[src/wwlp_pkg.sv]
// ============================================================================
// wwlp_pkg
// Shared types and constants for the word-wrap layout placer.
// ============================================================================
package wwlp_pkg;

   // default parameter values
   localparam int Y_BITS_DEF        = 20;
   localparam int WORD_LEN_BITS_DEF = 8;

   // token codes on the request side
   localparam logic [2:0] ACT_WORD  = 3'd0;
   localparam logic [2:0] ACT_SPACE = 3'd1;
   localparam logic [2:0] ACT_LINE  = 3'd2;
   localparam logic [2:0] ACT_PARA  = 3'd3;
   localparam logic [2:0] ACT_IMAGE = 3'd4;
   localparam logic [2:0] ACT_END   = 3'd5;

   // result kinds
   localparam logic [1:0] KIND_TEXT  = 2'd0;
   localparam logic [1:0] KIND_IMAGE = 2'd1;
   localparam logic [1:0] KIND_TOTAL = 2'd2;

   // register indexes (byte address / 4)
   localparam logic [2:0] REG_LINE_WIDTH   = 3'd0;
   localparam logic [2:0] REG_GLYPH_WIDTH  = 3'd1;
   localparam logic [2:0] REG_GLYPH_HEIGHT = 3'd2;
   localparam logic [2:0] REG_SCALE_DELTA  = 3'd3;
   localparam logic [2:0] REG_DEF_IMG_H    = 3'd4;

   // register reset values
   localparam logic [11:0]       RST_LINE_WIDTH   = 12'd320;
   localparam logic [5:0]        RST_GLYPH_WIDTH  = 6'd6;
   localparam logic [5:0]        RST_GLYPH_HEIGHT = 6'd8;
   localparam logic signed [8:0] RST_SCALE_DELTA  = 9'sd0;
   localparam logic [11:0]       RST_DEF_IMG_H    = 12'd64;

   // scale in sixteenths
   localparam logic signed [9:0] SCALE_H1    = 10'sd64;
   localparam logic signed [9:0] SCALE_H23   = 10'sd48;
   localparam logic signed [9:0] SCALE_PLAIN = 10'sd32;
   localparam logic signed [9:0] SCALE_MIN   = 10'sd8;
   localparam logic signed [9:0] SCALE_MAX   = 10'sd128;

   localparam logic [8:0]  LINE_GAP = 9'd2;
   localparam logic [11:0] PARA_GAP = 12'd6;

   typedef struct packed {
      logic [11:0]       line_width;
      logic [5:0]        glyph_width;
      logic [5:0]        glyph_height;
      logic signed [8:0] scale_delta;
      logic [11:0]       default_image_height;
   } cfg_type;

endpackage

[src/wwlp_mul.sv]
// ============================================================================
// wwlp_mul
// Shared multiplier of the placer: one unsigned product per cycle, registered.
// ============================================================================
module wwlp_mul #(
   parameter int A_W = 14
) (
   input  logic                 clock,
   input  logic [A_W-1:0]       op_a,
   input  logic [7:0]           op_b,
   output logic [A_W+7:0]       prod_ff
);

   logic [A_W+7:0] prod_in;

   assign prod_in = (A_W+8)'(op_a) * (A_W+8)'(op_b);

   always_ff @(posedge clock) begin
      prod_ff <= prod_in;
   end

endmodule

[src/wwlp_core.sv]
// ============================================================================
// wwlp_core
// Sequencer of the placer: sizes a token on the shared multiplier, moves the
// pen and, for a word, image or end, emits a beat into the result register.
// ============================================================================
module wwlp_core #(
   parameter int Y_BITS        = wwlp_pkg::Y_BITS_DEF,
   parameter int WORD_LEN_BITS = wwlp_pkg::WORD_LEN_BITS_DEF
) (
   input  logic                      clock,
   input  logic                      reset,
   input  wwlp_pkg::cfg_type         cfg,
   input  logic                      req_valid,
   output logic                      req_ready,
   input  logic [2:0]                req_action,
   input  logic [2:0]                req_heading_level,
   input  logic [WORD_LEN_BITS-1:0]  req_word_length,
   input  logic [15:0]               req_text_offset,
   input  logic [15:0]               req_item_index,
   input  logic signed [15:0]        req_link_index,
   input  logic [14:0]               req_image_index,
   input  logic [11:0]               req_image_height,
   output logic                      rsp_valid,
   input  logic                      rsp_ready,
   output logic [1:0]                rsp_kind,
   output logic [11:0]               rsp_pos_x,
   output logic [Y_BITS-1:0]         rsp_pos_y,
   output logic [11:0]               rsp_row_line_height,
   output logic [15:0]               rsp_out_item_index,
   output logic [15:0]               rsp_out_text_offset,
   output logic [WORD_LEN_BITS-1:0]  rsp_out_word_length,
   output logic [2:0]                rsp_out_heading_level,
   output logic signed [15:0]        rsp_out_link_index,
   output logic signed [15:0]        rsp_out_image_index
);

   localparam int A_W = WORD_LEN_BITS + 6;
   localparam int P_W = A_W + 8;
   localparam int W_W = P_W - 3;

   localparam logic [3:0] ST_IDLE   = 4'd0;
   localparam logic [3:0] ST_MBASE  = 4'd1;
   localparam logic [3:0] ST_MLINE  = 4'd2;
   localparam logic [3:0] ST_MCHAR  = 4'd3;
   localparam logic [3:0] ST_MWIDTH = 4'd4;
   localparam logic [3:0] ST_PLACE  = 4'd5;
   localparam logic [3:0] ST_WORD   = 4'd6;
   localparam logic [3:0] ST_WRAP   = 4'd7;
   localparam logic [3:0] ST_PARA   = 4'd8;
   localparam logic [3:0] ST_IMAGE  = 4'd9;
   localparam logic [3:0] ST_END    = 4'd10;

   function automatic logic [7:0] scale16(input logic [2:0] lvl,
                                          input logic signed [8:0] d);
      logic signed [9:0] base;
      logic signed [9:0] s;
      begin
         base = wwlp_pkg::SCALE_PLAIN;
         if (lvl == 3'd1) begin
            base = wwlp_pkg::SCALE_H1;
         end else if (lvl inside {3'd2, 3'd3}) begin
            base = wwlp_pkg::SCALE_H23;
         end
         s = base + {d[8], d};
         if (s < wwlp_pkg::SCALE_MIN) s = wwlp_pkg::SCALE_MIN;
         if (s > wwlp_pkg::SCALE_MAX) s = wwlp_pkg::SCALE_MAX;
         return s[7:0];
      end
   endfunction

   // control
   logic [3:0]               state_ff, state_in;
   logic [11:0]              pen_x_ff, pen_x_in;
   logic [Y_BITS-1:0]        pen_y_ff, pen_y_in;
   logic [8:0]               tallest_ff, tallest_in;
   logic                     rsp_valid_ff, rsp_valid_in;

   // latched token and sizes
   logic [2:0]               act_ff, act_in;
   logic [2:0]               lvl_ff, lvl_in;
   logic [WORD_LEN_BITS-1:0] wlen_ff, wlen_in;
   logic [15:0]              toff_ff, toff_in;
   logic [15:0]              item_ff, item_in;
   logic signed [15:0]       link_ff, link_in;
   logic [14:0]              img_ff, img_in;
   logic [11:0]              imh_ff, imh_in;
   logic [7:0]               s_lvl_ff, s_lvl_in;
   logic [7:0]               s_plain_ff, s_plain_in;
   logic [8:0]               base_lh_ff, base_lh_in;
   logic [8:0]               line_h_ff, line_h_in;
   logic [W_W-1:0]           wpx_ff, wpx_in;

   // result register
   logic [1:0]               kind_ff, kind_in;
   logic [11:0]              ox_ff, ox_in;
   logic [Y_BITS-1:0]        oy_ff, oy_in;
   logic [11:0]              olh_ff, olh_in;
   logic [15:0]              oitem_ff, oitem_in;
   logic [15:0]              otoff_ff, otoff_in;
   logic [WORD_LEN_BITS-1:0] owlen_ff, owlen_in;
   logic [2:0]               olvl_ff, olvl_in;
   logic signed [15:0]       olink_ff, olink_in;
   logic signed [15:0]       oimg_ff, oimg_in;

   // shared datapath
   logic [A_W-1:0]           mul_a;
   logic [7:0]               mul_b;
   logic [P_W-1:0]           prod;
   logic [P_W:0]             rnd_sum;
   logic [W_W-1:0]           rnd;
   logic [W_W-1:0]           x_add;
   logic [W_W:0]             x_sum;
   logic                     x_over;
   logic [11:0]              dy;
   logic [Y_BITS:0]          y_sum;
   logic [Y_BITS-1:0]        y_sat;
   logic [8:0]               fallback;
   logic [11:0]              close_dy;
   logic [11:0]              box;
   logic                     accept;
   logic                     out_free;

   wwlp_mul #(.A_W(A_W)) u_mul (
      .clock   (clock),
      .op_a    (mul_a),
      .op_b    (mul_b),
      .prod_ff (prod)
   );

   assign accept   = req_valid && (state_ff == ST_IDLE);
   assign out_free = !rsp_valid_ff || rsp_ready;

   assign rnd_sum = {1'b0, prod} + (P_W+1)'(8);
   assign rnd     = rnd_sum[P_W:4];

   // pen x adder: the fresh width while placing, the held width after
   assign x_add  = (state_ff == ST_PLACE) ? rnd : wpx_ff;
   assign x_sum  = {1'b0, x_add} + (W_W+1)'(pen_x_ff);
   assign x_over = x_sum > (W_W+1)'(cfg.line_width);

   assign fallback = (act_ff == wwlp_pkg::ACT_WORD || act_ff == wwlp_pkg::ACT_SPACE)
                     ? line_h_ff : base_lh_ff;
   assign close_dy = (tallest_ff != 9'd0) ? 12'(tallest_ff) : 12'(fallback);
   assign box      = (imh_ff != 12'd0) ? imh_ff : cfg.default_image_height;

   assign y_sum = {1'b0, pen_y_ff} + (Y_BITS+1)'(dy);
   assign y_sat = y_sum[Y_BITS] ? {Y_BITS{1'b1}} : y_sum[Y_BITS-1:0];

   // multiplier operand select
   always_comb begin
      mul_a = '0;
      mul_b = '0;
      case (state_ff)
         ST_MBASE: begin
            mul_a = A_W'(cfg.glyph_height);
            mul_b = s_plain_ff;
         end
         ST_MLINE: begin
            mul_a = A_W'(cfg.glyph_height);
            mul_b = s_lvl_ff;
         end
         ST_MCHAR: begin
            mul_a = (act_ff == wwlp_pkg::ACT_WORD) ? A_W'(wlen_ff) : A_W'(1);
            mul_b = 8'(cfg.glyph_width);
         end
         ST_MWIDTH: begin
            mul_a = prod[A_W-1:0];
            mul_b = s_lvl_ff;
         end
         default: begin
            mul_a = '0;
            mul_b = '0;
         end
      endcase
   end

   always_comb begin
      state_in     = state_ff;
      pen_x_in     = pen_x_ff;
      pen_y_in     = pen_y_ff;
      tallest_in   = tallest_ff;
      rsp_valid_in = rsp_valid_ff && !rsp_ready;
      act_in       = act_ff;
      lvl_in       = lvl_ff;
      wlen_in      = wlen_ff;
      toff_in      = toff_ff;
      item_in      = item_ff;
      link_in      = link_ff;
      img_in       = img_ff;
      imh_in       = imh_ff;
      s_lvl_in     = s_lvl_ff;
      s_plain_in   = s_plain_ff;
      base_lh_in   = base_lh_ff;
      line_h_in    = line_h_ff;
      wpx_in       = wpx_ff;
      kind_in      = kind_ff;
      ox_in        = ox_ff;
      oy_in        = oy_ff;
      olh_in       = olh_ff;
      oitem_in     = oitem_ff;
      otoff_in     = otoff_ff;
      owlen_in     = owlen_ff;
      olvl_in      = olvl_ff;
      olink_in     = olink_ff;
      oimg_in      = oimg_ff;
      dy           = close_dy;

      case (state_ff)
         ST_IDLE: begin
            if (accept) begin
               act_in     = req_action;
               lvl_in     = req_heading_level;
               wlen_in    = req_word_length;
               toff_in    = req_text_offset;
               item_in    = req_item_index;
               link_in    = req_link_index;
               img_in     = req_image_index;
               imh_in     = req_image_height;
               s_lvl_in   = scale16(req_heading_level, cfg.scale_delta);
               s_plain_in = scale16(3'd0, cfg.scale_delta);
               state_in   = ST_MBASE;
            end
         end
         ST_MBASE: begin
            state_in = ST_MLINE;
         end
         ST_MLINE: begin
            base_lh_in = rnd[8:0] + wwlp_pkg::LINE_GAP;
            state_in   = ST_MCHAR;
         end
         ST_MCHAR: begin
            line_h_in = rnd[8:0] + wwlp_pkg::LINE_GAP;
            state_in  = ST_MWIDTH;
         end
         ST_MWIDTH: begin
            state_in = ST_PLACE;
         end
         ST_PLACE: begin
            wpx_in   = rnd;
            state_in = ST_IDLE;
            case (act_ff)
               wwlp_pkg::ACT_WORD: begin
                  // wrap before the word if it overruns a row that is not empty
                  if (pen_x_ff != 12'd0 && x_over) begin
                     pen_y_in   = y_sat;
                     pen_x_in   = 12'd0;
                     tallest_in = 9'd0;
                  end
                  state_in = ST_WORD;
               end
               wwlp_pkg::ACT_SPACE: begin
                  if (pen_x_ff != 12'd0) begin
                     if (!x_over) begin
                        pen_x_in = x_sum[11:0];
                     end else begin
                        pen_y_in   = y_sat;
                        pen_x_in   = 12'd0;
                        tallest_in = 9'd0;
                     end
                  end
               end
               wwlp_pkg::ACT_LINE, wwlp_pkg::ACT_PARA: begin
                  pen_y_in   = y_sat;
                  pen_x_in   = 12'd0;
                  tallest_in = 9'd0;
                  if (act_ff == wwlp_pkg::ACT_PARA) state_in = ST_PARA;
               end
               wwlp_pkg::ACT_IMAGE, wwlp_pkg::ACT_END: begin
                  if (pen_x_ff != 12'd0) begin
                     pen_y_in   = y_sat;
                     pen_x_in   = 12'd0;
                     tallest_in = 9'd0;
                  end
                  state_in = (act_ff == wwlp_pkg::ACT_IMAGE) ? ST_IMAGE : ST_END;
               end
               default: begin
                  state_in = ST_IDLE;
               end
            endcase
         end
         ST_WORD: begin
            if (out_free) begin
               rsp_valid_in = 1'b1;
               kind_in      = wwlp_pkg::KIND_TEXT;
               ox_in        = pen_x_ff;
               oy_in        = pen_y_ff;
               olh_in       = 12'(line_h_ff);
               oitem_in     = item_ff;
               otoff_in     = toff_ff;
               owlen_in     = wlen_ff;
               olvl_in      = lvl_ff;
               olink_in     = link_ff;
               oimg_in      = -16'sd1;
               if (line_h_ff > tallest_ff) tallest_in = line_h_ff;
               if (x_over) begin
                  state_in = ST_WRAP;
               end else begin
                  pen_x_in = x_sum[11:0];
                  state_in = ST_IDLE;
               end
            end
         end
         ST_WRAP: begin
            // tallest is nonzero here, so close_dy picks it
            pen_y_in   = y_sat;
            pen_x_in   = 12'd0;
            tallest_in = 9'd0;
            state_in   = ST_IDLE;
         end
         ST_PARA: begin
            dy       = wwlp_pkg::PARA_GAP;
            pen_y_in = y_sat;
            state_in = ST_IDLE;
         end
         ST_IMAGE: begin
            dy = box;
            if (out_free) begin
               rsp_valid_in = 1'b1;
               kind_in      = wwlp_pkg::KIND_IMAGE;
               ox_in        = 12'd0;
               oy_in        = pen_y_ff;
               olh_in       = box;
               oitem_in     = item_ff;
               otoff_in     = 16'd0;
               owlen_in     = '0;
               olvl_in      = 3'd0;
               olink_in     = -16'sd1;
               oimg_in      = signed'({1'b0, img_ff});
               pen_y_in     = y_sat;
               pen_x_in     = 12'd0;
               tallest_in   = 9'd0;
               state_in     = ST_IDLE;
            end
         end
         ST_END: begin
            if (out_free) begin
               rsp_valid_in = 1'b1;
               kind_in      = wwlp_pkg::KIND_TOTAL;
               ox_in        = 12'd0;
               oy_in        = pen_y_ff;
               olh_in       = 12'd0;
               oitem_in     = 16'd0;
               otoff_in     = 16'd0;
               owlen_in     = '0;
               olvl_in      = 3'd0;
               olink_in     = -16'sd1;
               oimg_in      = -16'sd1;
               pen_y_in     = '0;
               pen_x_in     = 12'd0;
               tallest_in   = 9'd0;
               state_in     = ST_IDLE;
            end
         end
         default: begin
            state_in = ST_IDLE;
         end
      endcase
   end

   always_ff @(posedge clock) begin
      if (reset) begin
         state_ff     <= ST_IDLE;
         pen_x_ff     <= 12'd0;
         pen_y_ff     <= '0;
         tallest_ff   <= 9'd0;
         rsp_valid_ff <= 1'b0;
      end else begin
         state_ff     <= state_in;
         pen_x_ff     <= pen_x_in;
         pen_y_ff     <= pen_y_in;
         tallest_ff   <= tallest_in;
         rsp_valid_ff <= rsp_valid_in;
      end
   end

   always_ff @(posedge clock) begin
      act_ff     <= act_in;
      lvl_ff     <= lvl_in;
      wlen_ff    <= wlen_in;
      toff_ff    <= toff_in;
      item_ff    <= item_in;
      link_ff    <= link_in;
      img_ff     <= img_in;
      imh_ff     <= imh_in;
      s_lvl_ff   <= s_lvl_in;
      s_plain_ff <= s_plain_in;
      base_lh_ff <= base_lh_in;
      line_h_ff  <= line_h_in;
      wpx_ff     <= wpx_in;
      kind_ff    <= kind_in;
      ox_ff      <= ox_in;
      oy_ff      <= oy_in;
      olh_ff     <= olh_in;
      oitem_ff   <= oitem_in;
      otoff_ff   <= otoff_in;
      owlen_ff   <= owlen_in;
      olvl_ff    <= olvl_in;
      olink_ff   <= olink_in;
      oimg_ff    <= oimg_in;
   end

   assign req_ready             = (state_ff == ST_IDLE);
   assign rsp_valid             = rsp_valid_ff;
   assign rsp_kind              = kind_ff;
   assign rsp_pos_x             = ox_ff;
   assign rsp_pos_y             = oy_ff;
   assign rsp_row_line_height   = olh_ff;
   assign rsp_out_item_index    = oitem_ff;
   assign rsp_out_text_offset   = otoff_ff;
   assign rsp_out_word_length   = owlen_ff;
   assign rsp_out_heading_level = olvl_ff;
   assign rsp_out_link_index    = olink_ff;
   assign rsp_out_image_index   = oimg_ff;

endmodule

[src/word_wrap_layout_placer.sv]
// ============================================================================
// word_wrap_layout_placer
// Greedy word-wrap placer: register file and placement sequencer.
// ============================================================================
//  channel   handshake             payload
//  req       req_valid/req_ready   action, heading level, word, pass-through
//  rsp       rsp_valid/rsp_ready   kind, pos x/y, line height, pass-through
//  csr       psel/penable/pready   5 regs at byte addr 4*i, 32-bit data
//
//  Every token makes four passes through the one shared multiplier and a
//  placement step; a word, image or end then adds an emit step, a paragraph
//  break a gap step, and a word that overruns the line a row-close step.
//  The placed beat sits in a result register, so a new token is taken
//  while it waits; a beat that finds the register still full holds the
//  sequencer. Synchronous reset clears the pen and resets the csr regs.
// ============================================================================
module word_wrap_layout_placer #(
   parameter int Y_BITS        = wwlp_pkg::Y_BITS_DEF,
   parameter int WORD_LEN_BITS = wwlp_pkg::WORD_LEN_BITS_DEF
) (
   input  logic                      clock,
   input  logic                      reset,
   input  logic                      psel,
   input  logic                      penable,
   input  logic                      pwrite,
   input  logic [4:0]                paddr,
   input  logic [31:0]               pwdata,
   output logic [31:0]               prdata,
   output logic                      pready,
   input  logic                      req_valid,
   output logic                      req_ready,
   input  logic [2:0]                req_action,
   input  logic [2:0]                req_heading_level,
   input  logic [WORD_LEN_BITS-1:0]  req_word_length,
   input  logic [15:0]               req_text_offset,
   input  logic [15:0]               req_item_index,
   input  logic signed [15:0]        req_link_index,
   input  logic [14:0]               req_image_index,
   input  logic [11:0]               req_image_height,
   output logic                      rsp_valid,
   input  logic                      rsp_ready,
   output logic [1:0]                rsp_kind,
   output logic [11:0]               rsp_pos_x,
   output logic [Y_BITS-1:0]         rsp_pos_y,
   output logic [11:0]               rsp_row_line_height,
   output logic [15:0]               rsp_out_item_index,
   output logic [15:0]               rsp_out_text_offset,
   output logic [WORD_LEN_BITS-1:0]  rsp_out_word_length,
   output logic [2:0]                rsp_out_heading_level,
   output logic signed [15:0]        rsp_out_link_index,
   output logic signed [15:0]        rsp_out_image_index
);

   wwlp_pkg::cfg_type cfg_ff, cfg_in;
   logic [2:0]        reg_idx;
   logic              wr_en;

   assign pready  = 1'b1;
   assign reg_idx = paddr[4:2];
   assign wr_en   = psel && penable && pwrite && pready;

   always_comb begin
      cfg_in = cfg_ff;
      if (wr_en) begin
         case (reg_idx)
            wwlp_pkg::REG_LINE_WIDTH:   cfg_in.line_width           = pwdata[11:0];
            wwlp_pkg::REG_GLYPH_WIDTH:  cfg_in.glyph_width          = pwdata[5:0];
            wwlp_pkg::REG_GLYPH_HEIGHT: cfg_in.glyph_height         = pwdata[5:0];
            wwlp_pkg::REG_SCALE_DELTA:  cfg_in.scale_delta          = signed'(pwdata[8:0]);
            wwlp_pkg::REG_DEF_IMG_H:    cfg_in.default_image_height = pwdata[11:0];
            default:                    cfg_in = cfg_ff;
         endcase
      end
   end

   always_ff @(posedge clock) begin
      if (reset) begin
         cfg_ff.line_width           <= wwlp_pkg::RST_LINE_WIDTH;
         cfg_ff.glyph_width          <= wwlp_pkg::RST_GLYPH_WIDTH;
         cfg_ff.glyph_height         <= wwlp_pkg::RST_GLYPH_HEIGHT;
         cfg_ff.scale_delta          <= wwlp_pkg::RST_SCALE_DELTA;
         cfg_ff.default_image_height <= wwlp_pkg::RST_DEF_IMG_H;
      end else begin
         cfg_ff <= cfg_in;
      end
   end

   always_comb begin
      case (reg_idx)
         wwlp_pkg::REG_LINE_WIDTH:   prdata = 32'(cfg_ff.line_width);
         wwlp_pkg::REG_GLYPH_WIDTH:  prdata = 32'(cfg_ff.glyph_width);
         wwlp_pkg::REG_GLYPH_HEIGHT: prdata = 32'(cfg_ff.glyph_height);
         wwlp_pkg::REG_SCALE_DELTA:  prdata = 32'(cfg_ff.scale_delta[8:0]);
         wwlp_pkg::REG_DEF_IMG_H:    prdata = 32'(cfg_ff.default_image_height);
         default:                    prdata = 32'd0;
      endcase
   end

   wwlp_core #(
      .Y_BITS        (Y_BITS),
      .WORD_LEN_BITS (WORD_LEN_BITS)
   ) u_core (
      .clock                 (clock),
      .reset                 (reset),
      .cfg                   (cfg_ff),
      .req_valid             (req_valid),
      .req_ready             (req_ready),
      .req_action            (req_action),
      .req_heading_level     (req_heading_level),
      .req_word_length       (req_word_length),
      .req_text_offset       (req_text_offset),
      .req_item_index        (req_item_index),
      .req_link_index        (req_link_index),
      .req_image_index       (req_image_index),
      .req_image_height      (req_image_height),
      .rsp_valid             (rsp_valid),
      .rsp_ready             (rsp_ready),
      .rsp_kind              (rsp_kind),
      .rsp_pos_x             (rsp_pos_x),
      .rsp_pos_y             (rsp_pos_y),
      .rsp_row_line_height   (rsp_row_line_height),
      .rsp_out_item_index    (rsp_out_item_index),
      .rsp_out_text_offset   (rsp_out_text_offset),
      .rsp_out_word_length   (rsp_out_word_length),
      .rsp_out_heading_level (rsp_out_heading_level),
      .rsp_out_link_index    (rsp_out_link_index),
      .rsp_out_image_index   (rsp_out_image_index)
   );

endmodule

[config.mk]
export PLATFORM = sky130hd
export DESIGN_NAME = word_wrap_layout_placer
export DESIGN_NICKNAME = d
export VERILOG_FILES = /design/src/wwlp_pkg.sv /design/src/wwlp_mul.sv /design/src/wwlp_core.sv /design/src/word_wrap_layout_placer.sv
export SDC_FILE = /design/constraint.sdc
export NUM_CORES = 1
export LEC_CHECK = 0
export ABC_CLOCK_PERIOD_IN_PS = 6650
export BUFFER_PORTS_ARGS = -buffer_cell sky130_fd_sc_hd__buf_2
export CORE_ASPECT_RATIO = 1.75
export CORE_UTILIZATION = 50
export CTS_CLUSTER_SIZE = 28
export DETAILED_ROUTE_END_ITERATION = 6
export PLACE_DENSITY = 0.8
export SKIP_CTS_REPAIR_TIMING = 1
export SYNTH_ARGS = -nofsm -noshare
export SYNTH_HDL_FRONTEND = slang
export SYNTH_SLANG_ARGS = --single-unit
[constraint.sdc]
create_clock -name clock -period 6.65 [get_ports clock]
set_input_delay 1.6625 -clock clock [delete_from_list [all_inputs] [get_ports clock]]
set_output_delay 1.6625 -clock clock [all_outputs]
set_load 0.005 [all_outputs]
== Word level (Yosys, flattened, before mapping) ==
Cells that the tools add are included.

* Word-level logic and storage cells: 210
* Output and inout port bits: 156
* Input bits: 133
* Register bits after elaboration: 376

* Reductions and logical operators: 46
* Add/sub/neg operators: 6
* Mux-type cells: 81
* Equal/unequal tests: 36
* Order comparisons: 6
* Multiply operators: 1

{| class="wikitable"
|+ Operator list
! operator !! number
|-
| $pmux W20 S4 || 2
|-
| $mux W20 || 7
|-
| $mux W12 || 11
|-
| $pmux W16 S2 || 4
|-
| $mux W16 || 6
|-
| $pmux W12 S4 || 2
|-
| $mux W10 || 9
|-
| $mux W9 || 9
|-
| $pmux W9 S4 || 2
|-
| $pmux W12 S5 || 1
|-
| $pmux W12 S2 || 2
|-
| $pmux W14 S3 || 1
|-
| $pmux W12 S3 || 1
|-
| $pmux W4 S8 || 1
|-
| $mux W8 || 3
|-
| $pmux W8 S3 || 1
|-
| $reduce_bool A12 Y1 || 2
|-
| $add A22 B4 Y23 const B || 1
|-
| $mul A14 B8 Y22 || 1
|-
| $add A20 B12 Y21 || 1
|-
| $add A19 B12 Y20 || 1
|-
| $gt A10 B9 Y1 const B || 2
|-
| $gt A20 B12 Y1 || 1
|-
| $lt A10 B5 Y1 const B || 2
|-
| 42 further kinds || 103
|}

== Depth between registers and ports, before layout ==
* Depth after elaboration: 12
* Mapped depth: 27
* Mapped depth without buffers: 24

== Hierarchy ==
From an unflattened synthesis, not the netlist that was laid out.

* Cell total of the unflattened synthesis: 1,989
* Area total of the unflattened synthesis: 21,271.7 um^2

{| class="wikitable"
|+ By module, submodules not included
! module !! sequential area each (um^2) !! instances !! area each (um^2) !! cells an instance
|-
| wwlp_core || 8,628.3 || 1 || 14,632.8 || 1,248
|-
| wwlp_mul || 440.4 || 1 || 4,189.0 || 459
|-
| word_wrap_layout_placer || 900.9 || 1 || 2,449.8 || 282
|}

== Least setup slack after synthesis ==
Ideal clock, no wire load.

* Path kind: register to register
* Start point: register u_core.state_ff[1]
* End point: register u_core.u_mul.prod_ff[19]
* Library setup time: 118 ps
* Clock period less this slack: 6,586 ps
* Slack: 64 ps
* Cell stages (with the launch flop): 24
* Arrival time: 6,467 ps
* Path buffers: 2
* Data required time: 6,532 ps
* Cell sequence: dfxtp_1 clkbuf_1 nand2_1 nor3_1 and2_0 clkbuf_1 a222oi_1 or2_2 fa_1 fa_1 inv_1 fa_1 inv_1 fa_1 inv_1 ha_1 a21boi_0 o21ai_0 a211oi_1 nor2_1 a21oi_1 a41oi_1 nor2b_1 xnor2_1

* Word-level cells in the longest chain between the ends: 4
* Elaborated cells between the ends (all ways): 9
* Classes of those cells: mul: 1; eq/ne: 4; mux: 2; reduce/logical: 2

{| class="wikitable"
|+ Ends and longest elaborated chain
! item !! line !! source
|-
| start, declared || wwlp_core.sv:72 || <nowiki>logic [3:0] state_ff, state_in;</nowiki>
|-
| start signal, assigned || wwlp_core.sv:368 || <nowiki>state_ff <= state_in;</nowiki>
|-
| $eq A4 B1 Y1 (tied with other cells) || wwlp_core.sv:153 || <nowiki>case (state_ff)</nowiki>
|-
| $reduce_or A2 Y1 (no source line) || n/a ||
|-
| $pmux W14 S3 or $pmux W8 S3 (tied branches) || wwlp_core.sv:153 ||
|-
| $mul A14 B8 Y22 * || wwlp_mul.sv:16 || <nowiki>assign prod_in = (A_W+8)'(op_a) * (A_W+8)'(op_b);</nowiki>
|-
| named net u_core.u_mul.prod_in[19] || wwlp_mul.sv:14 || <nowiki>logic [A_W+7:0] prod_in;</nowiki>
|-
| end signal, assigned || wwlp_mul.sv:19 || <nowiki>prod_ff <= prod_in;</nowiki>
|-
| end, declared || wwlp_mul.sv:11 || <nowiki>output logic [A_W+7:0] prod_ff</nowiki>
|}

Mark *: on every way through the listed nets, which the timed path passes. The rest lies on a longest branch.
A chain may end at the register's enable or synchronous reset.

== Worst setup path in the final report ==
* Start point: register u_core.state_ff[2]
* End point: register u_core.u_mul.prod_ff[20]

Same word-level chain as after synthesis.

==> key figures <==
Run status
  – Status: complete, no violations

Finish
  – Nets: 2,463
  – Post-Route Utilization: 58.33%
  – Filler cells: 3,253
  – Layout cells sized above 1: 19.48%
  – Synth-to-Final Area Change: 14.64%
  – Cell area after layout: 0.02336 mm²

Min path
  – Worst hold endpoint: u_core.rsp_pos_y[8]
  – Worst Hold Launch: u_core.pen_y_ff[8]
  – Hold Crit Depth: 0
  – Min-delay worst type: flip-flop to flip-flop

Floorplan
  – Starting Density: 50.89%
  – Ports: 289
  – Core ar.: 0.04005 mm²
  – Row Count: 97
  – Die area: 0.04161 mm²
  – Die X: 154.6 µm
  – Die Ht: 269.1 µm

Global routing
  – GRT overflow: 0
  – First-pass GRT wire length: 84,180 µm
  – Initial antenna violation count: 7
  – Pin count of the biggest net entering global routing: 76
  – Vias in the first global route: 15,952
  – Global-route usage over all layers: 26.52%

STA
  – Final Hold Vio Count: 0
  – F_max: 157.8 MHz
  – Slew Limit Fails: 0
  – Period utilization: 95.31%
  – Slew @ Worst Pin: 1.191 ns
  – Final Skew: 0.02069 ns
  – Hold_ws: 0.4671 ns
  – Final min period: 6.338 ns
  – Worst rel slew slack: 19.87%
  – Final setup vio count: 0

Power
  – Cell leakage power: 9.870 nW
  – Pwr dens: 264.7 mW/mm²
  – Max VDD drop: 0.0001577 V
  – Overall power: 6.184 mW

Synthesis
  – Cell variety after synth: 86
  – Cell Area, Synth: 0.02038 mm²
  – Async SR Flop Fraction: 0%
  – Sequential-to-total area share from yosys stat: 48.92%
  – Seq cells post-synth: 376
  – Total of warnings raised by yosys: 0
  – Mapped Avg Cell Area: 10.68 µm²
  – Cell taking the most area after synthesis: edfxtp_1
  – Post-Syn Instances: 1,908
  – Synth area leaders: edfxtp_1 (36%), dfxtp_1 (13%), fa_1 (7.4%), ha_1 (6.1%), nor2_1 (3.6%)
  – Number of synthesized flops with an enable pin: 244
  – Yosys top cell area share: 35.95%
  – Post-synth top flop: edfxtp_1

Worst setup path
  – Setup crit start: u_core.state_ff[2]
  – Critical path type: flip-flop to flip-flop
  – Critical R2R Launch: u_core.state_ff[2]
  – Path depth of the worst reg2reg path: 22
  – Type of origin of the critical path: flip-flop
  – Req. time, crit path: 7.07 ns
  – CP Data Arrival Time: 6.76 ns
  – Critical path fanouts, max: 13
  – Crit end category: flip-flop
  – Crit-path slowest cell: fa_1
  – FF-to-FF setup slack: 0.31 ns
  – Crit path cell chain: nand2b_1 > nor3_2 > buf_4 > or2_2 > a222oi_1 > buf_4 > nor2_1 > fa_1 > fa_1 > fa_1 > inv_1 > fa_1 > inv_1 > ha_1 > or3_1 > o211ai_1 > a311oi_1 > buf_4 > o21a_1 > o21ai_0 > a21oi_1 > xor2_1
  – Crit Reg-Reg Endpoint: u_core.u_mul.prod_ff[20]
  – Max incr delay on CP: 0.55 ns
  – CP most frequent cell: fa_1

Clock network
  – CTS clock-pin slew for the worst setup and hold paths: 0.07 ns
  – Root buffer cell: clkbuf_16
  – Clock Latency Late Sink: 0.55 ns
  – CTS max path bufs: 3
  – H-tree levels: 2
  – CTS tree: built
  – Cts bufs inserted: 34
  – CTS sink cnt: 376

Drt
  – Antenna-violating nets left: 0
  – # DRC: 0
  – Via count: 15,762
  – Drt total wl: 55,510 µm
  – Wire per inst: 20.68 µm
  – Starting DRT DRC Count: 1,198
  – DRT Pass-1 Iters: 6
  – Via/cell ratio: 5.873

Placed design
  – Placed Area: 0.02220 mm²
  – Routability cong.: 0.9471
  – Final HPWL DP: 41,850 µm
  – IO Port Bufs: 245

Job
  – Max cap viols: 0
## Yosys cell counts, drive strengths merged (7+ instances only)
cell type  instances
nand2b            13
nor4              16
inv              144
and2              33
xor2              20
ha                99
nor3              36
o22ai             17
o211ai             7
dfxtp            132
xnor2             38
a21oi             99
buf               36
or3               25
and3              48
nand3             39
a31oi             11
o2111ai           10
nand4             14
a21o              18
nor2b             19
o21ai             84
mux2i             65
nor2             196
o21a              10
or2               41
clkbuf            72
a211o              8
a211oi            14
edfxtp           244
fa                75
a222oi            11
o41ai              9
nand2            140
## registers in the layout, indices dropped and copies added, names as in the netlist, 12 cells and up
signal and cells:
u_core.toff_ff 16, u_core.rsp_pos_y 20, u_core.link_ff 16, u_core.rsp_out_text_offset 16
u_core.imh_ff 12, u_core.u_mul.prod_ff 22, u_core.rsp_out_item_index 16, u_core.img_ff 15
u_core.pen_x_ff 12, u_core.wpx_ff 19, u_core.rsp_out_image_index 16, u_core.pen_y_ff 20
u_core.item_ff 16, u_core.rsp_row_line_height 12, cfg_ff 45, u_core.rsp_out_link_index 16
u_core.rsp_pos_x 12
## layout make-up
type / count / area, µm² / area share [%]
Inverter: 144 / 540.5 / 2.313
Tap cell: 495 / 619.3 / 2.651
Antenna cell: 7 / 17.52 / 0.07497
Sequential cell: 376 / 9971 / 42.68
Timing Repair Buffer: 304 / 1669 / 7.144
Clock inverter: 12 / 180.2 / 0.7712
Multi-Input combinational cell: 1296 / 9410 / 40.28
Clock buffer: 50 / 955.9 / 4.091
## through the flow
| stage | setup TNS [ns] | std cells | setup slack, ns |
|---|---|---|---|
| final | 0 | 2684 | 0.3117 |
| after global placement | 0 | 2614 | 0.3232 |
| after floorplan | 0 | 1927 | 0.06449 |
| after detailed placement | 0 | 2614 | 0.2707 |
| after global routing | -0.02754 | 2684 | -0.02442 |
| after CTS | 0 | 2676 | 0.2374 |
## cells by family (layout without fill, tap and decap cells)
| family | count (synthesis) | in the layout | synth area share, % |
|---|---|---|---|
| compound gates | 340 | 340 | 10.78 |
| xor+xnor | 58 | 58 | 2.492 |
| fa+ha+maj | 174 | 174 | 13.44 |
| buf+inv | 255 | 510 | 5.507 |
| flops | 376 | 376 | 48.92 |
| mux | 67 | 67 | 3.321 |
| other cells | 2 | 28 | 0.03685 |
| simple gates | 636 | 636 | 15.50 |
## power by group
| group | total [mW] | switching [mW] | internal [mW] | leakage [nW] |
|---|---|---|---|---|
| combinational | 1.20 | 0.783 | 0.417 | 6.01 |
| clock | 2.02 | 0.886 | 1.13 | 0.556 |
| sequential | 2.96 | 0.151 | 2.81 | 3.30 |
| total | 6.18 | 1.82 | 4.36 | 9.87 |
## worst max path at each step
stage / end / slack, ns / cells after the start
6_report: u_core.u_mul.prod_ff[20] / 0.31 / 22
5_1_grt: u_core.u_mul.prod_ff[19] / -0.02 / 23
4_1_cts: u_core.u_mul.prod_ff[19] / 0.24 / 22
3_5_place_dp: u_core.u_mul.prod_ff[19] / 0.27 / 22
3_3_place_gp: u_core.u_mul.prod_ff[18] / 0.32 / 22
2_1_floorplan: u_core.u_mul.prod_ff[19] / 0.06 / 23
## cell usage in the layout (no fill, tap or decap), drive strengths merged, types with 20 or more instances in the layout
master,n
nand3,39
nor3,36
ha,99
nor2,196
and3,48
o21ai,84
xor2,20
inv,148
a21oi,99
dfxtp,132
fa,75
xnor2,38
nand2,140
and2,33
buf,304
or3,25
edfxtp,244
conb,21
mux2i,65
or2,41
clkbuf,50
## critical path, delay by kind of cell, from the launching register on
kind	cells	cell delay, ns
compound gates	6	1.47
xor+xnor	1	0.15
fa+ha+maj	5	2.27
buf+inv	5	0.76
flops	1	0.42
simple gates	5	1.12
## layer usage
layer,part of all wire (%),vias to the layer above,GRT usage (%)
li1,-,7190,-
met1,33,7592,24.96
met2,53,724,49.68
met3,5.2,256,3.793
met4,9.3,0,23.60
met5,0,-,0
No activity file was read; power rests on OpenSTA's default activity.
